**src/rtl/vtgd_pkg.sv**
```systemverilog
// shared types, codes and helpers for the vector tile geometry decoder
`default_nettype none

package vtgd_pkg;

    localparam int CODE_BITS  = 3;
    localparam int WORD_BITS  = 32;
    localparam int COUNT_BITS = WORD_BITS - CODE_BITS;

    localparam logic [CODE_BITS-1:0] CMD_MOVE  = 3'd1;
    localparam logic [CODE_BITS-1:0] CMD_LINE  = 3'd2;
    localparam logic [CODE_BITS-1:0] CMD_CLOSE = 3'd7;

    typedef enum logic [2:0] {
        EV_HEADER  = 3'd0,
        EV_XHELD   = 3'd1,
        EV_MOVE    = 3'd2,
        EV_LINE    = 3'd3,
        EV_CLOSE   = 3'd4,
        EV_EMPTY   = 3'd5,
        EV_UNKNOWN = 3'd6,
        EV_IGNORED = 3'd7
    } event_t;

    typedef struct packed {
        logic [WORD_BITS-1:0]  pos_x;
        logic [WORD_BITS-1:0]  pos_y;
        logic [CODE_BITS-1:0]  active_cmd;
        logic [COUNT_BITS-1:0] repeats_left;
        logic                  await_y;
        logic [WORD_BITS-1:0]  held_dx;
        logic [WORD_BITS-1:0]  verts_since_close;
        logic                  ring_open;
        logic                  error_seen;
        logic [WORD_BITS-1:0]  cnt_cmd;
        logic [WORD_BITS-1:0]  cnt_move;
        logic [WORD_BITS-1:0]  cnt_line;
        logic [WORD_BITS-1:0]  cnt_close;
        logic [WORD_BITS-1:0]  cnt_degen;
        logic [WORD_BITS-1:0]  cnt_empty;
    } state_t;

    typedef struct packed {
        logic [WORD_BITS-1:0] word;
        logic                 feature_start;
        logic                 layer_start;
    } request_t;

    typedef struct packed {
        event_t                ev;
        logic [WORD_BITS-1:0]  cursor_x;
        logic [WORD_BITS-1:0]  cursor_y;
        logic                  ring_break;
        logic [COUNT_BITS-1:0] closes;
        logic [WORD_BITS-1:0]  command_total;
        logic [WORD_BITS-1:0]  move_total;
        logic [WORD_BITS-1:0]  line_total;
        logic [WORD_BITS-1:0]  close_total;
        logic [WORD_BITS-1:0]  degenerate_total;
        logic [WORD_BITS-1:0]  empty_total;
    } result_t;

    function automatic logic [WORD_BITS-1:0] unzigzag(input logic [WORD_BITS-1:0] z);
        return (z >> 1) ^ {WORD_BITS{z[0]}};
    endfunction

endpackage

`default_nettype wire

```
**src/rtl/vtgd_step.sv**
```systemverilog
// next-state and result logic for one geometry word
`default_nettype none

module vtgd_step (
    input  vtgd_pkg::state_t   cur,
    input  vtgd_pkg::request_t req,
    output vtgd_pkg::state_t   nxt,
    output vtgd_pkg::result_t  res
);

    always_comb
    begin
        vtgd_pkg::state_t                    s;
        logic [vtgd_pkg::CODE_BITS-1:0]      cmd;
        logic [vtgd_pkg::COUNT_BITS-1:0]     count;
        logic [vtgd_pkg::COUNT_BITS-1:0]     degen;
        vtgd_pkg::event_t                    ev;
        logic                                brk;
        logic [vtgd_pkg::COUNT_BITS-1:0]     closes;

        s      = cur;
        cmd    = req.word[vtgd_pkg::CODE_BITS-1:0];
        count  = req.word[vtgd_pkg::WORD_BITS-1:vtgd_pkg::CODE_BITS];
        degen  = '0;
        brk    = 1'b0;
        closes = '0;
        ev     = vtgd_pkg::EV_IGNORED;

        // layer start clears counters and also starts a feature
        if (req.layer_start)
        begin
            s.cnt_cmd   = '0;
            s.cnt_move  = '0;
            s.cnt_line  = '0;
            s.cnt_close = '0;
            s.cnt_degen = '0;
            s.cnt_empty = '0;
        end
        if (req.feature_start || req.layer_start)
        begin
            s.pos_x             = '0;
            s.pos_y             = '0;
            s.active_cmd        = '0;
            s.repeats_left      = '0;
            s.await_y           = 1'b0;
            s.held_dx           = '0;
            s.verts_since_close = '0;
            s.ring_open         = 1'b0;
            s.error_seen        = 1'b0;
        end

        if (s.error_seen)
        begin
            ev = vtgd_pkg::EV_IGNORED;
        end
        else if (s.repeats_left == '0)
        begin
            s.cnt_cmd    = s.cnt_cmd + 1'b1;
            s.active_cmd = cmd;
            s.await_y    = 1'b0;
            if (count == '0)
            begin
                s.cnt_empty = s.cnt_empty + 1'b1;
                ev          = vtgd_pkg::EV_EMPTY;
            end
            else if (cmd == vtgd_pkg::CMD_MOVE || cmd == vtgd_pkg::CMD_LINE)
            begin
                s.repeats_left = count;
                ev             = vtgd_pkg::EV_HEADER;
            end
            else if (cmd == vtgd_pkg::CMD_CLOSE)
            begin
                degen               = (s.verts_since_close <= 32'd2) ? count : count - 1'b1;
                s.cnt_close         = s.cnt_close + {{vtgd_pkg::CODE_BITS{1'b0}}, count};
                s.cnt_degen         = s.cnt_degen + {{vtgd_pkg::CODE_BITS{1'b0}}, degen};
                s.verts_since_close = '0;
                s.ring_open         = 1'b0;
                closes              = count;
                ev                  = vtgd_pkg::EV_CLOSE;
            end
            else
            begin
                s.error_seen = 1'b1;
                ev           = vtgd_pkg::EV_UNKNOWN;
            end
        end
        else if (!s.await_y)
        begin
            s.held_dx = vtgd_pkg::unzigzag(req.word);
            s.await_y = 1'b1;
            ev        = vtgd_pkg::EV_XHELD;
        end
        else
        begin
            s.pos_x        = s.pos_x + s.held_dx;
            s.pos_y        = s.pos_y + vtgd_pkg::unzigzag(req.word);
            s.await_y      = 1'b0;
            s.repeats_left = s.repeats_left - 1'b1;
            if (s.verts_since_close != '1)
            begin
                s.verts_since_close = s.verts_since_close + 1'b1;
            end
            if (s.active_cmd == vtgd_pkg::CMD_MOVE)
            begin
                brk        = s.ring_open;
                s.cnt_move = s.cnt_move + 1'b1;
                ev         = vtgd_pkg::EV_MOVE;
            end
            else
            begin
                s.cnt_line = s.cnt_line + 1'b1;
                ev         = vtgd_pkg::EV_LINE;
            end
            s.ring_open = 1'b1;
        end

        nxt                  = s;
        res.ev               = ev;
        res.cursor_x         = s.pos_x;
        res.cursor_y         = s.pos_y;
        res.ring_break       = brk;
        res.closes           = closes;
        res.command_total    = s.cnt_cmd;
        res.move_total       = s.cnt_move;
        res.line_total       = s.cnt_line;
        res.close_total      = s.cnt_close;
        res.degenerate_total = s.cnt_degen;
        res.empty_total      = s.cnt_empty;
    end

endmodule

`default_nettype wire

```
**src/rtl/vector_tile_geometry_decoder_core.sv**
```systemverilog
// top level of the vector tile geometry decoder
//
// channel | handshake            | payload
// --------+----------------------+------------------------------------------------
// input   | in_valid / in_ready  | geometry_word, feature_start, layer_start
// output  | out_valid / out_ready| event_res, cursor_x/y, ring_break, closes_in_item,
//         |                      | command/move/line/close/degenerate/empty totals
//
// one request per cycle sustained while out_ready is high; each result passes through
// the input register, then decode logic into the result register
// rst_n clears decoder state, layer counters and both valid flags
// output stall holds the result register and backs up into the input register
`default_nettype none

module vector_tile_geometry_decoder_core (
    input  wire logic                clk,
    input  wire logic                rst_n,
    input  wire logic                in_valid,
    output logic                     in_ready,
    input  wire logic [31:0]         geometry_word,
    input  wire logic                feature_start,
    input  wire logic                layer_start,
    output logic                     out_valid,
    input  wire logic                out_ready,
    output logic [2:0]               event_res,
    output logic signed [31:0]       cursor_x,
    output logic signed [31:0]       cursor_y,
    output logic                     ring_break,
    output logic [28:0]              closes_in_item,
    output logic [31:0]              command_total,
    output logic [31:0]              move_total,
    output logic [31:0]              line_total,
    output logic [31:0]              close_total,
    output logic [31:0]              degenerate_total,
    output logic [31:0]              empty_total
);

    vtgd_pkg::request_t req_reg;
    logic               req_valid_reg;
    vtgd_pkg::state_t   state_reg;
    vtgd_pkg::state_t   state_next;
    vtgd_pkg::result_t  res_reg;
    vtgd_pkg::result_t  res_next;
    logic               res_valid_reg;
    logic               res_free;
    logic               advance;

    assign res_free = !res_valid_reg || out_ready;
    assign advance  = req_valid_reg && res_free;
    assign in_ready = !req_valid_reg || res_free;

    vtgd_step u_step (
        .cur (state_reg),
        .req (req_reg),
        .nxt (state_next),
        .res (res_next)
    );

    // input register
    always_ff @(posedge clk or negedge rst_n)
    begin
        if (!rst_n)
        begin
            req_valid_reg <= 1'b0;
        end
        else if (in_ready)
        begin
            req_valid_reg <= in_valid;
        end
    end

    always_ff @(posedge clk)
    begin
        if (in_valid && in_ready)
        begin
            req_reg.word          <= geometry_word;
            req_reg.feature_start <= feature_start;
            req_reg.layer_start   <= layer_start;
        end
    end

    // decoder state
    always_ff @(posedge clk or negedge rst_n)
    begin
        if (!rst_n)
        begin
            state_reg <= '0;
        end
        else if (advance)
        begin
            state_reg <= state_next;
        end
    end

    // result register
    always_ff @(posedge clk or negedge rst_n)
    begin
        if (!rst_n)
        begin
            res_valid_reg <= 1'b0;
        end
        else if (res_free)
        begin
            res_valid_reg <= req_valid_reg;
        end
    end

    always_ff @(posedge clk)
    begin
        if (advance)
        begin
            res_reg <= res_next;
        end
    end

    assign out_valid        = res_valid_reg;
    assign event_res        = res_reg.ev;
    assign cursor_x         = $signed(res_reg.cursor_x);
    assign cursor_y         = $signed(res_reg.cursor_y);
    assign ring_break       = res_reg.ring_break;
    assign closes_in_item   = res_reg.closes;
    assign command_total    = res_reg.command_total;
    assign move_total       = res_reg.move_total;
    assign line_total       = res_reg.line_total;
    assign close_total      = res_reg.close_total;
    assign degenerate_total = res_reg.degenerate_total;
    assign empty_total      = res_reg.empty_total;

endmodule

`default_nettype wire

```
**config.mk**
```make
export PLATFORM = sky130hd
export DESIGN_NAME = vector_tile_geometry_decoder_core
export DESIGN_NICKNAME = d
export VERILOG_FILES = /design/src/rtl/vtgd_pkg.sv /design/src/rtl/vtgd_step.sv /design/src/rtl/vector_tile_geometry_decoder_core.sv
export SDC_FILE = /design/constraint.sdc
export NUM_CORES = 2
export LEC_CHECK = 0
export BUFFER_PORTS_ARGS = -buffer_cell sky130_fd_sc_hd__clkbuf_2
export CAP_MARGIN = 20
export CORE_ASPECT_RATIO = 1.2
export CORE_MARGIN = 1.5
export CORE_UTILIZATION = 44
export CTS_BUF_LIST = sky130_fd_sc_hd__clkbuf_16
export DETAILED_ROUTE_END_ITERATION = 16
export HOLD_SLACK_MARGIN = 0.08
export PLACE_DENSITY = 0.65
export SKIP_LAST_GASP = 1
export SLEW_MARGIN = 25
export SYNTH_ARGS = -nofsm -noshare
export SYNTH_HDL_FRONTEND = slang
export SYNTH_SLANG_ARGS = --single-unit
```
**constraint.sdc**
```tcl
create_clock -name clk -period 13.5 [get_ports clk]
set_input_delay 0.675 -clock clk [delete_from_list [all_inputs] [get_ports clk]]
set_output_delay 0.675 -clock clk [all_outputs]
set_load 0.05 [all_outputs]
```
# After elaboration in Yosys (flattened, before gate mapping)
# Index checks and enable logic that the tools add are counted.
dict set report totals {
  elab_cells 102
  out_inout_bits 291
  register_bits 680
  inputBits 38
}
dict set report classes {
  bitwise 5
  addsub 11
  magnitude_cmp 1
  muxes 37
  n_eq_ne 5
  reduce_logical 12
}
# operator count
set ops {}
lappend ops {{$mux 64} 7}
lappend ops {{$mux 355} 1}
lappend ops {{$mux 192} 1}
lappend ops {{$mux 32} 6}
lappend ops {{$mux 163} 1}
lappend ops {{$add 32x1->32 const B} 5}
lappend ops {{$mux 33} 4}
lappend ops {{$mux 29} 4}
lappend ops {{$mux 96} 1}
lappend ops {{$mux 34} 2}
lappend ops {{$add 32x29->32} 2}
lappend ops {{$add 32x32->32} 2}
lappend ops {{$logic_not 29->1} 2}
lappend ops {{$sub 29x1->29 const B} 2}
lappend ops {{$le 32x2->1 const B} 1}
lappend ops {{$ne 32x32->1 const B} 1}
lappend ops {{$xor 31x32->32} 1}
lappend ops {{$mux 30} 1}
lappend ops {{$mux 3} 4}
lappend ops {{$eq 3x1->1 const B} 2}
lappend ops {{$reduce_or 5->1} 1}
lappend ops {{$logic_or 1x1->1} 4}
lappend ops {{$mux 2} 2}
lappend ops {{$not 1->1} 4}
lappend ops {{other kinds (6)} 10}

# Longest topological paths before layout
dict set report depth {
  ltp_word 10
  depth_mapped 29
  depth_no_buf 23
}

# By module
# Synthesis repeated with hierarchy kept, for this count alone.
dict set report hier_totals {
  cells_unflattened 3857
  area_unflattened_um2 42324.3
}
# module area_per_inst_um2 cells_per_inst seq_area_each_um2 n_inst
set modules_own_cells {}
lappend modules_own_cells {vector_tile_geometry_decoder_core 24678.7 1081 18632.9 1}
lappend modules_own_cells {vtgd_step 17645.7 2776 0.0 1}

# Worst setup path after synthesis
# OpenSTA, ideal clock, no wires.
dict set report synth_timing {
  kind {in2reg}
  from {in out_ready}
  to {reg res_reg, in the netlist close_total[0], enable pin}
  slack_ns 3.407
  path_stages 5
  n_path_buf 2
  t_arrival_ns 9.326
  t_required_ns 12.733
  setup_time_ns 0.767
  path_cell_list {nand2b_1 -> nand2_1 -> clkinv_1 -> clkbuf_1 -> clkbuf_1}
}
dict set report synth_between {
  elab_chain_cells 2
}
# element line
set synth_rtl {}
lappend synth_rtl {{start: declaration} vector_tile_geometry_decoder_core.sv:24} ;# input wire logic out_ready,
lappend synth_rtl {{$logic_or 1x1->1} vector_tile_geometry_decoder_core.sv:48} ;# assign res_free = !res_valid_reg || out_ready;
lappend synth_rtl {{$logic_and 1x1->1} vector_tile_geometry_decoder_core.sv:49} ;# assign advance = req_valid_reg && res_free;
lappend synth_rtl {{via advance} vector_tile_geometry_decoder_core.sv:46} ;# logic advance;
lappend synth_rtl {{end signal: assignment} vector_tile_geometry_decoder_core.sv:112} ;# res_reg <= res_next;
lappend synth_rtl {{end: declaration} vector_tile_geometry_decoder_core.sv:42} ;# vtgd_pkg::result_t res_reg;
# The timed path passes the listed nets, and every way through them passes these cells.
# A chain may end at the register's enable or synchronous reset.

==> flow_results.xml <==
<?xml version="1.0" encoding="UTF-8"?>
<metrics>
  <group name="routing">
    <metric name="drt_pre_antenna_iters" unit="">5</metric>
    <metric name="detailroute.via_count" unit="">30400</metric>
    <metric name="wirelength" unit="µm">107000</metric>
    <metric name="drtAntennaViolNets" unit="">0</metric>
    <metric name="drt-vias-per-instance" unit="">5.66</metric>
    <metric name="avgRoutedWirePerCell" unit="µm">19.9</metric>
    <metric name="drt_initial_violations" unit="">2569</metric>
    <metric name="drc" unit="">0</metric>
  </group>
  <group name="worst_setup_path">
    <metric name="worst-setup-path-type" unit="">reg -&gt; reg</metric>
    <metric name="worstPathArrival" unit="ns">7.26</metric>
    <metric name="setup.worst_path.start" unit="">req_reg[0]</metric>
    <metric name="worst_r2r_startpoint" unit="">req_reg[0]</metric>
    <metric name="crit_required" unit="ns">13.88</metric>
    <metric name="critPathCaptureType" unit="">flip-flop</metric>
    <metric name="worst_setup_path_start_kind" unit="">flip-flop</metric>
    <metric name="max_fanout_on_critical_path" unit="">43</metric>
  </group>
  <group name="clocking">
    <metric name="tritoncts.num_buffers" unit="">75</metric>
    <metric name="clock_tree_from_tritoncts" unit="">built</metric>
    <metric name="clk_sinks" unit="">680</metric>
    <metric name="post-cts-setup-buffers" unit="">0</metric>
    <metric name="worstSkewPairLatency" unit="ns">0.64</metric>
    <metric name="cts-root-to-sink-buffers" unit="">3</metric>
    <metric name="holdBufCountCts" unit="">0</metric>
    <metric name="ctsResizeCount" unit="">0</metric>
    <metric name="clock_pin_slew_of_the_registers_on_the_worst_case_setup_and_hold_paths" unit="ns">0.06</metric>
    <metric name="clock_tree.htree_level_count" unit="">3</metric>
    <metric name="clock-root-buffer" unit="">sky130_fd_sc_hd__clkbuf_16</metric>
  </group>
  <group name="timing">
    <metric name="clock-skew-final" unit="ns">0.0273</metric>
    <metric name="tns" unit="ns">0</metric>
    <metric name="maxSlewViolCount" unit="">0</metric>
    <metric name="rsz0062_at_grt" unit="">no</metric>
    <metric name="timing.fmax" unit="MHz">145</metric>
    <metric name="worst_slew_pin_slew" unit="ns">1.08</metric>
    <metric name="finalHoldViolCount" unit="">0</metric>
    <metric name="timing.final.crit_period" unit="ns">6.89</metric>
    <metric name="layout_setup_ws" unit="ns">6.61</metric>
    <metric name="period_share" unit="%">51.0</metric>
    <metric name="report.final.setup_viol" unit="">0</metric>
    <metric name="max-slew-margin-rel" unit="%">27.7</metric>
  </group>
  <group name="layout">
    <metric name="post_route_cells_drive_above_1_share" unit="%">14.2</metric>
    <metric name="utilization" unit="%">50.7</metric>
    <metric name="synthToLayoutAreaGrowth" unit="%">13.6</metric>
    <metric name="largest_register_ff_count" unit="">355</metric>
    <metric name="nFillCells" unit="">7923</metric>
    <metric name="number_of_nets_in_the_finished_design" unit="">4345</metric>
    <metric name="multi_input_comb_area" unit="mm²">0.0190</metric>
    <metric name="final_common_cell" unit="">sky130_fd_sc_hd__nand2_1</metric>
    <metric name="leading_cell_types_in_the_layout_fill_and_taps_excluded" unit="">sky130_fd_sc_hd__nand2_1 (527), sky130_fd_sc_hd__dfrtp_1 (357), sky130_fd_sc_hd__clkbuf_2 (327), sky130_fd_sc_hd__edfxtp_1 (323), sky130_fd_sc_hd__nor2_1 (319)</metric>
    <metric name="ff_latch_area" unit="mm²">0.0186</metric>
  </group>
  <group name="synthesis">
    <metric name="synth.avg_cell_area" unit="µm²">9.82</metric>
    <metric name="synth_ff_type" unit="">sky130_fd_sc_hd__dfrtp_1</metric>
    <metric name="mappedNetlistArea" unit="mm²">0.0386</metric>
    <metric name="count_of_flip_flops_with_a_built_in_enable_after_synthesis" unit="">323</metric>
    <metric name="yosys_warnings" unit="">0</metric>
    <metric name="synth-seq-area-share" unit="%">48.2</metric>
    <metric name="synth_cells" unit="">3934</metric>
    <metric name="ys_async_sr_fraction" unit="%">52.5</metric>
    <metric name="syn-num-nets" unit="">4107</metric>
    <metric name="synth.distinct_cells" unit="">92</metric>
    <metric name="synth.ff_latch_count" unit="">680</metric>
  </group>
  <group name="floorplan">
    <metric name="die_h" unit="µm">328</metric>
    <metric name="coreArea" unit="mm²">0.0867</metric>
    <metric name="die-width" unit="µm">274</metric>
    <metric name="design.die.area" unit="mm²">0.0896</metric>
    <metric name="start_util" unit="%">44.6</metric>
    <metric name="number_of_rows_created_at_floorplan" unit="">118</metric>
    <metric name="io_pins" unit="">329</metric>
  </group>
  <group name="grt">
    <metric name="grt_start_max_net_pins" unit="">183</metric>
    <metric name="grt_pass1_vias" unit="">28500</metric>
    <metric name="grt_usage" unit="%">23.5</metric>
    <metric name="grt.overflow.total" unit="">0</metric>
    <metric name="antenna_found_initial" unit="">1</metric>
    <metric name="first_pass_grt_wire_length" unit="µm">165000</metric>
  </group>
  <group name="pwr">
    <metric name="cellLeakagePower" unit="nW">19.1</metric>
    <metric name="cellPowerDensity" unit="mW/mm²">131</metric>
    <metric name="peakVddDrop" unit="µV">117</metric>
  </group>
  <group name="hold_path">
    <metric name="min_path_type" unit="">in -&gt; reg</metric>
    <metric name="min_from" unit="">geometry_word[20]</metric>
  </group>
  <group name="place">
    <metric name="gp_routability_congestion" unit="">0.924</metric>
    <metric name="placement.io_buffers" unit="">328</metric>
    <metric name="placement.setup.worst_slack" unit="ns">6.72</metric>
    <metric name="dp_hpwl" unit="µm">72600</metric>
  </group>
  <group name="run_status">
    <metric name="status" unit="">finished, final reports clean</metric>
  </group>
  <group name="job">
    <metric name="drv.max_cap_violation_count" unit="">0</metric>
  </group>
</metrics>
## stage by stage
stage	hold slack (ns)	power [mW]	area, µm²	std cells
final	0.204	5.75	43900	5378
after global routing	0.186	6.00	43900	5374
after CTS	0.113	5.80	43800	5371
after detailed placement	0.456	3.70	41400	5232
after global placement	0.452	3.69	41300	5231
after floorplan	0.379	3.37	38600	3934
## cell usage after synthesis, drive strengths merged, types with 46 or more instances
master | count | share of area [%]
nand2b | 56 | 0.91
nor3 | 90 | 1.3
ha | 131 | 4.2
mux2i | 70 | 1.8
nand3 | 82 | 1.1
and2 | 133 | 2.2
clkbuf | 186 | 1.8
xnor2 | 172 | 3.9
o21ai | 288 | 3.7
a21o | 61 | 1.2
xor2 | 118 | 2.7
nor2 | 330 | 3.3
nor2b | 108 | 1.7
mux2 | 58 | 1.7
a21oi | 176 | 2.3
and3 | 46 | 0.74
inv | 68 | 0.66
nand2 | 529 | 5.1
dfrtp | 357 | 23
edfxtp | 323 | 25
a22o | 123 | 2.8
## power breakdown
group / switching [mW] / internal (mW) / leakage, nW
logic: 0.813 / 0.331 / 9.68
clock network: 0.887 / 1.20 / 1.27
registers: 0.149 / 2.38 / 8.10
## worst paths after layout
kind | end | slack [ns] | cells after the start
worst max-delay path | degenerate_total[28] | 6.61 | 24
worst min-delay path | req_reg[22] | 0.20 | 1
worst max register to register | degenerate_total[28] | 6.61 | 24
worst min register to register | state_reg[34] | 0.47 | 2
max in group asynchronous | state_reg[87] | 11.42 | 4
min in group asynchronous | state_reg[351] | 0.48 | 2
## final cells by class
| class | count | share of cell area (%) |
|---|---|---|
| diodes | 4 | 0.0228 |
| clock buffers | 77 | 4.39 |
| clock inverters | 62 | 1.22 |
| inverters | 69 | 0.607 |
| multi-input cells | 2974 | 43.3 |
| flip-flops and latches | 680 | 42.4 |
| well taps | 1140 | 3.25 |
| repair buffers | 372 | 4.74 |
## per-layer routing
layer	vias up	track usage, %	wire, µm
li1	14600	-	-
met1	14700	32.0	46800
met2	986	37.5	49500
met3	196	3.94	7120
met4	0	8.73	3640
met5	-	0	0
## critical path, stage by stage, from the launching register on
cell and delay (ns):
sky130_fd_sc_hd__edfxtp_1 0.36, sky130_fd_sc_hd__buf_4 0.30, sky130_fd_sc_hd__nor2_4 0.60, sky130_fd_sc_hd__nand2_1 0.16, sky130_fd_sc_hd__ha_1 0.22, sky130_fd_sc_hd__inv_1 0.05, sky130_fd_sc_hd__a211oi_1 0.07, sky130_fd_sc_hd__nand4_1 0.11
sky130_fd_sc_hd__o21ai_1 0.17, sky130_fd_sc_hd__or4_1 0.55, sky130_fd_sc_hd__or4_1 0.51, sky130_fd_sc_hd__or2_2 0.37, sky130_fd_sc_hd__nor2_1 0.13, sky130_fd_sc_hd__xor2_1 0.19, sky130_fd_sc_hd__ha_1 0.30, sky130_fd_sc_hd__a21oi_1 0.18
sky130_fd_sc_hd__o21ai_0 0.10, sky130_fd_sc_hd__a2111oi_0 0.42, sky130_fd_sc_hd__o21bai_1 0.16, sky130_fd_sc_hd__a311oi_1 0.42, sky130_fd_sc_hd__nor3_1 0.14, sky130_fd_sc_hd__or2_2 0.35, sky130_fd_sc_hd__o41ai_1 0.31, sky130_fd_sc_hd__xnor2_1 0.14
sky130_fd_sc_hd__mux2_2 0.27
## cells by family after synthesis
group	Yosys count	synth area share, %
flops	680	48.2
fa+ha+maj	135	4.45
compound gates	895	15.2
buf+inv	280	2.81
xor+xnor	290	6.57
simple gates	1526	19.2
mux	128	3.50
(Power assumes the default switching activity.)
